==> config.mk <==
export PLATFORM = sky130hd
export DESIGN_NAME = fcd_decode
export DESIGN_NICKNAME = d
export VERILOG_FILES = /design/src/rtl/fcd_pkg.sv /design/src/rtl/fcd_decode.sv
export VERILOG_INCLUDE_DIRS = /design/src /design/src/rtl
export SDC_FILE = /design/constraint.sdc
export NUM_CORES = 1
export LEC_CHECK = 0
export BUFFER_PORTS_ARGS = -buffer_cell sky130_fd_sc_hd__buf_2
export CAP_MARGIN = 20
export CORE_MARGIN = 1
export CORE_UTILIZATION = 37
export DETAILED_ROUTE_END_ITERATION = 10
export PLACE_DENSITY = 0.78
export SYNTH_ARGS = -nofsm -noshare
export SYNTH_HDL_FRONTEND = slang
export SYNTH_SLANG_ARGS = --single-unit
==> constraint.sdc <==
create_clock -name clock -period 2.6 [get_ports clock]
set_input_delay 0.52 -clock clock [delete_from_list [all_inputs] [get_ports clock]]
set_output_delay 0.52 -clock clock [all_outputs]
set_load 0.005 [all_outputs]
==> src/rtl/flash_command_decoder_core_defines.svh <==
// ----------------------------------------------------------------------------
// Flash command decoder assertion macros
// Concurrent assertion wrappers shared by the decoder RTL files.
// ----------------------------------------------------------------------------
`ifndef FLASH_COMMAND_DECODER_CORE_DEFINES_SVH
`define FLASH_COMMAND_DECODER_CORE_DEFINES_SVH

`ifndef SYNTHESIS
`define FCD_ASSERT(name, clk, rst, prop) \
   name: assert property (@(posedge clk) disable iff (rst) prop) \
      else $error("flash command decoder check failed");
`define FCD_ASSERT_ALWAYS(name, clk, prop) \
   name: assert property (@(posedge clk) prop) \
      else $error("flash command decoder check failed");
`else
`define FCD_ASSERT(name, clk, rst, prop)
`define FCD_ASSERT_ALWAYS(name, clk, prop)
`endif

`endif

==> src/rtl/fcd_pkg.sv <==
// ----------------------------------------------------------------------------
// Flash command decoder package
// Field widths, access and result codes, command words and the result type.
// ----------------------------------------------------------------------------
package fcd_pkg;

   localparam int AddrWidth     = 24;
   localparam int DataWidth     = 16;
   localparam int CmdWidth      = 2;
   localparam int KindWidth     = 3;
   localparam int CsrIndexWidth = 1;

   typedef enum logic [CmdWidth-1:0] {
      CMD_WRITE_WORD = 2'd0,
      CMD_READ_WORD  = 2'd1,
      CMD_READ_BYTE  = 2'd2
   } cmd_type;

   typedef enum logic [KindWidth-1:0] {
      KIND_NONE       = 3'd0,
      KIND_PROGRAM    = 3'd1,
      KIND_ERASE      = 3'd2,
      KIND_READ_VALID = 3'd3,
      KIND_READ_ARRAY = 3'd4
   } kind_type;

   typedef enum logic [CsrIndexWidth-1:0] {
      CSR_MANUFACTURER_ID = 1'd0,
      CSR_DEVICE_ID       = 1'd1
   } csr_index_type;

   localparam logic [AddrWidth-1:0] UNLOCK_ADDR1     = 24'h00aaaa;
   localparam logic [AddrWidth-1:0] UNLOCK_ADDR2     = 24'h005554;
   localparam logic [AddrWidth-1:0] ID_ADDR_MFR      = 24'h000000;
   localparam logic [AddrWidth-1:0] ID_ADDR_DEV      = 24'h000002;
   localparam logic [DataWidth-1:0] UNLOCK_VAL1      = 16'haaaa;
   localparam logic [DataWidth-1:0] UNLOCK_VAL2      = 16'h5555;
   localparam logic [DataWidth-1:0] CMD_IDENTIFY     = 16'h9090;
   localparam logic [DataWidth-1:0] CMD_PROGRAM      = 16'ha0a0;
   localparam logic [DataWidth-1:0] CMD_ERASE        = 16'h8080;
   localparam logic [DataWidth-1:0] CMD_ERASE_SECTOR = 16'h3030;
   localparam logic [DataWidth-1:0] CMD_RESET        = 16'hf0f0;
   localparam logic [DataWidth-1:0] ERASE_VALUE      = 16'hffff;

   typedef struct packed {
      kind_type               kind;
      logic [AddrWidth-1:0]   op_addr;
      logic [DataWidth-1:0]   op_data;
   } result_type;

endpackage

==> src/rtl/fcd_decode.sv <==
// ----------------------------------------------------------------------------
// Flash command decoder sequencer
// Holds the unlock sequence state and decodes one bus access into a result.
// ----------------------------------------------------------------------------
`include "flash_command_decoder_core_defines.svh"

module fcd_decode
   import fcd_pkg::*;
#(
   parameter int ADDR_BITS = 24
) (
   input  logic                 clock,
   input  logic                 reset,
   input  logic                 step,
   input  logic [CmdWidth-1:0]  cmd,
   input  logic [AddrWidth-1:0] addr,
   input  logic [DataWidth-1:0] wdata,
   input  logic [DataWidth-1:0] mfr_id,
   input  logic [DataWidth-1:0] dev_id,
   output result_type           result
);

   localparam int UseBits = (ADDR_BITS < AddrWidth) ? ADDR_BITS : AddrWidth;
   localparam logic [AddrWidth-1:0] AddrMask = AddrWidth'((64'd1 << UseBits) - 64'd1);

   typedef enum logic [2:0] {
      PH_READ          = 3'd0,
      PH_UNLOCK1       = 3'd1,
      PH_UNLOCK2       = 3'd2,
      PH_IDENTIFY      = 3'd3,
      PH_PROGRAM       = 3'd4,
      PH_ERASE_UNLOCK1 = 3'd5,
      PH_ERASE_UNLOCK2 = 3'd6,
      PH_ERASE_CMD     = 3'd7
   } phase_type;

   phase_type            phase_ff;
   phase_type            phase_in;
   logic [AddrWidth-1:0] addr_m;
   logic [AddrWidth-1:0] id_addr;
   logic [DataWidth-1:0] id_word;
   logic                 at1;
   logic                 at2;

   assign addr_m = addr & AddrMask;
   assign at1    = (addr_m == UNLOCK_ADDR1);
   assign at2    = (addr_m == UNLOCK_ADDR2);

   always_comb begin
      id_addr = addr_m;
      if (cmd == CMD_READ_BYTE) begin
         id_addr[0] = 1'b0;
      end
      if (id_addr == ID_ADDR_MFR) begin
         id_word = mfr_id;
      end else if (id_addr == ID_ADDR_DEV) begin
         id_word = dev_id;
      end else begin
         id_word = '0;
      end
   end

   always_comb begin
      phase_in       = phase_ff;
      result.kind    = KIND_NONE;
      result.op_addr = '0;
      result.op_data = '0;
      case (cmd)
         CMD_WRITE_WORD: begin
            if (wdata == CMD_RESET && phase_ff != PH_PROGRAM) begin
               phase_in = PH_READ;
            end else begin
               case (phase_ff)
                  PH_READ, PH_IDENTIFY: begin
                     phase_in = (at1 && wdata == UNLOCK_VAL1) ? PH_UNLOCK1 : PH_READ;
                  end
                  PH_UNLOCK1: begin
                     phase_in = (at2 && wdata == UNLOCK_VAL2) ? PH_UNLOCK2 : PH_READ;
                  end
                  PH_UNLOCK2: begin
                     if (!at1) begin
                        phase_in = PH_READ;
                     end else if (wdata == CMD_IDENTIFY) begin
                        phase_in = PH_IDENTIFY;
                     end else if (wdata == CMD_PROGRAM) begin
                        phase_in = PH_PROGRAM;
                     end else if (wdata == CMD_ERASE) begin
                        phase_in = PH_ERASE_UNLOCK1;
                     end else begin
                        phase_in = PH_READ;
                     end
                  end
                  PH_PROGRAM: begin
                     phase_in       = PH_READ;
                     result.kind    = KIND_PROGRAM;
                     result.op_addr = addr_m;
                     result.op_data = wdata;
                  end
                  PH_ERASE_UNLOCK1: begin
                     phase_in = (at1 && wdata == UNLOCK_VAL1) ? PH_ERASE_UNLOCK2 : PH_READ;
                  end
                  PH_ERASE_UNLOCK2: begin
                     phase_in = (at2 && wdata == UNLOCK_VAL2) ? PH_ERASE_CMD : PH_READ;
                  end
                  default: begin
                     phase_in = PH_READ;
                     if (wdata == CMD_ERASE_SECTOR) begin
                        result.kind    = KIND_ERASE;
                        result.op_addr = addr_m;
                        result.op_data = ERASE_VALUE;
                     end
                  end
               endcase
            end
         end
         CMD_READ_WORD: begin
            if (phase_ff == PH_IDENTIFY) begin
               result.kind    = KIND_READ_VALID;
               result.op_data = id_word;
            end else begin
               result.kind = KIND_READ_ARRAY;
            end
         end
         CMD_READ_BYTE: begin
            if (phase_ff == PH_IDENTIFY) begin
               result.kind    = KIND_READ_VALID;
               result.op_data = addr_m[0] ? {8'h00, id_word[7:0]} : {8'h00, id_word[15:8]};
            end else begin
               result.kind = KIND_READ_ARRAY;
            end
         end
         default: begin
            phase_in = phase_ff;
         end
      endcase
   end

   always_ff @(posedge clock) begin
      if (reset) begin
         phase_ff <= PH_READ;
      end else if (step) begin
         phase_ff <= phase_in;
      end
   end

   `FCD_ASSERT(a_program_one_word, clock, reset,
      step && phase_ff == PH_PROGRAM && cmd == CMD_WRITE_WORD |=> phase_ff == PH_READ)
   `FCD_ASSERT(a_read_keeps_phase, clock, reset,
      step && cmd != CMD_WRITE_WORD |=> $stable(phase_ff))
   `FCD_ASSERT(a_erase_from_command, clock, reset,
      step && result.kind == KIND_ERASE |-> phase_ff == PH_ERASE_CMD)

endmodule
==> flow_summary.ini, run 1 <==
[run_status]
run_status = complete, but fails checks
violations = setup timing

[logic_synthesis]
synthAdderAreaFrac_pct = 3.16
synth_top_family_by_area = simple AND/OR/NAND/NOR gates
synthTopCellsByCount = 26 x and2_1, 20 x a21oi_1, 15 x mux2i_1
synthSimpleGateAreaFrac_pct = 43.3
synth.distinct_cells = 52
yosysMostFrequentCell = and2_1
synth_top_flop_cell = dfxtp_1
synth-xor-area-share_pct = 1.11
synthTopCellsByArea = and2_1 10%, mux2i_1 9.5%, a21oi_1 6.3%
syn-instance-count = 215
synth_seq_cells = 3
yosys.area.top_type_share_pct = 10.3
syn_area_sq_um = 1580
async_flop_share_pct = 0
synth_edf_count = 0
syn-num-nets = 296
syn_avg_cell_area_sq_um = 7.36
yosysWarnings = 0
ys_seq_area_share_pct = 3.79
synthMuxAreaShare_pct = 10.9
yosys.area.top_type = and2_1
synth-compound-area-share_pct = 30.9

[sta]
setup-violations-final = 40
slew_headroom_pct = 71.4
period_minus_slack_ns = 2.88
grt_setup_unrepaired = true
finalHoldViolations = 0
hold_slack_ns = 0.515
final.setup_skew_ns = 0.00148
worst_pin_slew_ns = 0.429
postLayoutSetupSlackWorst_ns = -0.285
max_freq_mhz = 347
finalMaxSlewViolations = 0
fin_crit_sh_pct = 111

[finish]
nNetsFinal = 461
areaGrowthSynthToFinish_pct = 74.4
largest_register = phase_ff
largest_register_ffs = 3
reg_top3 = phase_ff: 3 flops
final_cell_area_sq_um = 2760
antenna_cells = 0
drive_gt1_share_pct = 56.2
instances_no_fill = 429
utilization_pct = 68.0

[detailed_routing]
first_iter_violations = 150
wl_microns = 6440
ant_nets = 0
detail_route.wl_per_cell_microns = 15.0
route.detailed.drc = 0
via_count = 2373
via_per_inst = 5.53
firstDrtPassIters = 4

[flow_run]
max-cap-violations = 0

[place]
place_congestion = 0.934
portBuffers = 119
placed_area_sq_um = 2540
dp_hpwl_microns = 5230
dp.cells = 420

[setup_path]
cp.required_ns = 2.08
cp.arrival_ns = 2.36
critical_path.max_fanout = 12
worst_setup_path_end_kind = primary output
cp-start-kind = input pin
crit_type = in -> out

[clocking]
cts_hold_buffers = 0
clk_latency_ns = 0.21
h-tree-depth = 1
cts_tree = built
cts.sinks = 3
cts_max_path_buffers = 2
numCtsBuffers = 3
root_buffer = clkbuf_8
path_clk_slew_ns = 0.03

[global_route]
grt_max_degree = 18
grt-ovfl-total = 0
grt_util_all_layers_pct = 26.1
antenna_found_initial = 0
grt_pass1_vias = 2142
grt_pass1_wl_microns = 9150

[die]
die-area_sq_um = 4540
fp-row-count = 23
die_width_microns = 67.4
io_pins = 120
start_util_pct = 39.0
fp.dieH_microns = 67.4
placeableCoreArea_sq_um = 4060

[worst_hold_path]
hp-class = in -> reg

[power]
irDropWorstVdd_v = 0.000223
power_w = 0.000391
leakagePower_nw = 1.34
powerDensity_nw_per_um2 = 142
## power breakdown
part,total (W),switching (W),internal [W]
clock network,0.000132,0.0000279,0.000104
registers,0.0000464,0.00000000000000000893,0.0000464
logic,0.000213,0.0000947,0.000118
total,0.000391,0.000123,0.000269
## critical path: stages
cell     delay [ns]
buf_6          0.10
or4_4          0.55
nor4_4         0.36
a21oi_2        0.18
nor3_4         0.24
buf_12         0.15
and2_1         0.15
buf_2          0.12
## repair_timing
item / in CTS / in global routing
buffers inserted: 2 / 1
endpoints found under the setup margin: 40 / 41
hold endpoints to repair: 0 / 0
resized for setup: 17 / 8
cloned: 1 / 1
pin swaps: 9 / 3
## metal layers
metal	vias up	global-route usage, %	wire length (microns)	share of wire [%]
met5	-	0	0	0
met4	0	9.04	86	1.3
met3	14	2.87	412	6.4
met2	102	48.5	3280	51
met1	1079	30.3	2660	41
li1	1178	-	-	-
## cell type report
class | count | area, sq um
fill | 350 | 1300
multi-input combinational | 192 | 1520
sequential | 3 | 60.1
inverter | 7 | 26.3
tap | 50 | 62.6
clock buffer | 4 | 45.0
timing repair buffer | 173 | 1050
## path summary, 6_finish.rpt
kind	slack (ns)	to	depth (start not counted)	start
worst max-delay path	-0.28	result[26]	8	wdata[1]
worst min-delay path	0.52	phase_ff[2]$_SDFFE_PP0P_	2	reset
worst max register to register	0.93	phase_ff[0]$_SDFFE_PP0P_	5	phase_ff[1]$_SDFFE_PP0P_
worst min register to register	0.62	phase_ff[0]$_SDFFE_PP0P_	2	phase_ff[0]$_SDFFE_PP0P_
## per-stage QoR
stage	setup TNS (ns)	worst slack, ns
global placement	-12.02	-0.368
floorplan	-0.00447	-0.00447
detailed placement	-13.59	-0.422
finish	-8.91	-0.285
global route	-11.65	-0.335
CTS	-8.77	-0.250
## cells by family (layout without fill, tap and decap cells)
group	Yosys count	after routing
XOR/XNOR	2	2
AND/OR/NAND/NOR	107	109
flip-flops	3	3
AO/OA/AOI/OAI	60	60
buffers and inverters	22	184
adder cells (fa/ha/maj)	4	4
multiplexers	17	17
## cell usage in the layout, fill, tap and decap left out, types with 3 or more instances in the layout
cell and n:
buf_2 116, buf_4 51, and2_1 26, a21oi_1 20
mux2i_1 15, nor3_1 13, nand4_1 8, inv_1 7
o32a_1 7, o22ai_2 7, o21ba_1 7, nor2_2 6
nor4_1 6, nand2_1 5, nor2_1 5, nor4_2 4
and4_1 4, nor4bb_1 4, o21ai_0 4, ha_1 4
buf_6 4, or4_4 3, clkbuf_8 3, dfxtp_1 3
(Power assumes the default switching activity.)
==> run 2: changes to the inputs <==
Settings changed: CORE_UTILIZATION 37 to 41, PLACE_DENSITY 0.78 to 0.82, RECOVER_POWER set to 25.
Clock period 2.6 ns to 3.2 ns, I/O delays scaled along.
==> run 2 against run 1 <==
  * Final area shrank 16%
  * Register-to-register slack gained 0.56 ns
  * Total power decreased by 28%
  * Clock skew down 0.00065 ns
  * Worst setup slack gained 0.39 ns
  * Largest power group unchanged
  * Critical path type unchanged
  * Sequential share of layout area is 0.42 points higher
  * Sequential cell count unchanged
  * The flow now finishes without violations
  * Combinational power down 37%
  * Hold slack better by 0.095 ns
  * Non-clock buffer count shrank 42
==> flow_summary.ini, run 2 (synthesis results as in run 1) <==
[finish]
largest_register = phase_ff
nNetsFinal = 417
final_cell_area_sq_um = 2310
reg_top3 = phase_ff: 3 flops
areaGrowthSynthToFinish_pct = 46.2
drive_gt1_share_pct = 45.4
final_common_cell = buf_2
fillers = 356
antenna_cells = 0
instances_no_fill = 383
largest_register_ffs = 3
final_cell_mix = 118 x buf_2, 26 x and2_1, 20 x a21oi_1, 15 x mux2i_1, 14 x nor3_1

[setup_path]
timing.rr.start = phase_ff[1]$_SDFFE_PP0P_
worst_setup_path_end_kind = primary output
crit_top_cell = buf_2
critical_path.max_fanout = 7
path_cells = buf_2 > inv_1 > ha_1 > nand2b_1 > nand3_1 > or4_1 > o32a_1 > o22ai_2 > buf_2
cp.required_ns = 2.56
path_delay_family = simple AND/OR/NAND/NOR gates
crit_buf_inv = 3
reg2reg_to = phase_ff[1]$_SDFFE_PP0P_
reg2reg_slack_ns = 1.49
crit_type = in -> out
cp.arrival_ns = 2.46
worstRegToRegCells = 5
slowest_stage = or4_1
cpPeakStageDelay_ns = 0.65
cp-start-kind = input pin

[die]
die-area_sq_um = 4110
io_pins = 120
fp.dieH_microns = 64.1
placeableCoreArea_sq_um = 3690
die_width_microns = 64.1
fp-row-count = 22
start_util_pct = 42.9

[clocking]
cts.sinks = 3
h-tree-depth = 1
numCtsBuffers = 3
path_clk_slew_ns = 0.03
clk_latency_ns = 0.21
cts_tree = built
root_buffer = clkbuf_8
cts_hold_buffers = 0
cts_max_path_buffers = 2

[detailed_routing]
via_per_inst = 5.84
route.detailed.drc = 0
via_count = 2235
detail_route.wl_per_cell_microns = 15.2
first_iter_violations = 119
wl_microns = 5830
ant_nets = 0
firstDrtPassIters = 4

[place]
dp.cells = 378
place_congestion = 0.980
placed_area_sq_um = 2250
dp_hpwl_microns = 4850
portBuffers = 119

[global_route]
grt_pass1_vias = 1867
grt_pass1_wl_microns = 8730
grt-ovfl-total = 0
antenna_found_initial = 0
grt_util_all_layers_pct = 26.8
grt_max_degree = 25

[worst_hold_path]
whs_endpoint = phase_ff[0]$_SDFFE_PP0P_
worstHoldStart = phase_ff[0]$_SDFFE_PP0P_
hp-class = reg -> reg
hold_path_depth = 2

[power]
irDropWorstVdd_v = 0.000294
powerDensity_nw_per_um2 = 121
power_w = 0.000280
leakagePower_nw = 1.12

[sta]
final.setup_skew_ns = 0.000837
worst_pin_slew_ns = 0.568
period_minus_slack_ns = 3.10
fin_setup_tns_ns = 0
fin_crit_sh_pct = 96.8
grt_setup_unrepaired = false
finalHoldViolations = 0
slew_headroom_pct = 62.1
max_freq_mhz = 323
finalMaxSlewViolations = 0
setup-violations-final = 0

[flow_run]
max-cap-violations = 0

[run_status]
run_status = completed
-- run 2: through the flow --
step	hold slack (ns)	worst slack, ns	util, %
after floorplan	0.605	0.332	-
after global placement	0.605	-0.0200	61.1
after detailed placement	0.596	-0.0298	61.1
after CTS	0.604	0.0513	62.3
after global routing	0.647	0.0184	62.7
final	0.610	0.102	62.7
-- run 2: tightest hold or removal path, stage by stage, from the launching register on --
cell and delay (ns):
dfxtp_1 0.37, o21ai_0 0.11, a31oi_1 0.08
-- run 2: area by class of cell --
class	instances	area, sq um	area share [%]
sequential	3	60.1	2.60
timing repair buffer	131	689	29.8
inverter	7	26.3	1.14
clock buffer	4	45.0	1.95
tap	48	60.1	2.60
multi-input combinational	190	1430	61.9
-- run 2: timing repair --
| item | 4_1_cts | 5_1_grt |
|---|---|---|
| pin swaps | 0 | 1 |
| buffers inserted | 0 | 1 |
| gates resized for setup | 1 | 3 |
| setup endpoints to repair | 5 | 8 |
-- run 2: power by group --
part	total [W]	internal (W)	leakage (nW)	switching [W]
clock network	0.000107	0.0000848	0.0228	0.0000227
registers	0.0000377	0.0000377	0.0241	0.00000000000000000664
logic	0.000135	0.0000658	1.07	0.0000691
-- run 2: layer usage --
metal | part of all wire, % | GRT usage (%)
met5 | 0 | 0
met3 | 8.6 | 2.32
met2 | 51 | 49.5
met1 | 40 | 33.6
met4 | 0.94 | 5.28
-- run 2: worst max path at each step --
stage                     startpoint  cells past startpoint    endpoint
final                         cmd[0]                      9   result[1]
after global routing          cmd[0]                      9   result[6]
after CTS                   addr[14]                      7   result[1]
after detailed placement    wdata[0]                      7   result[7]
after global placement      wdata[0]                      7   result[7]
after floorplan             wdata[0]                      6  result[19]
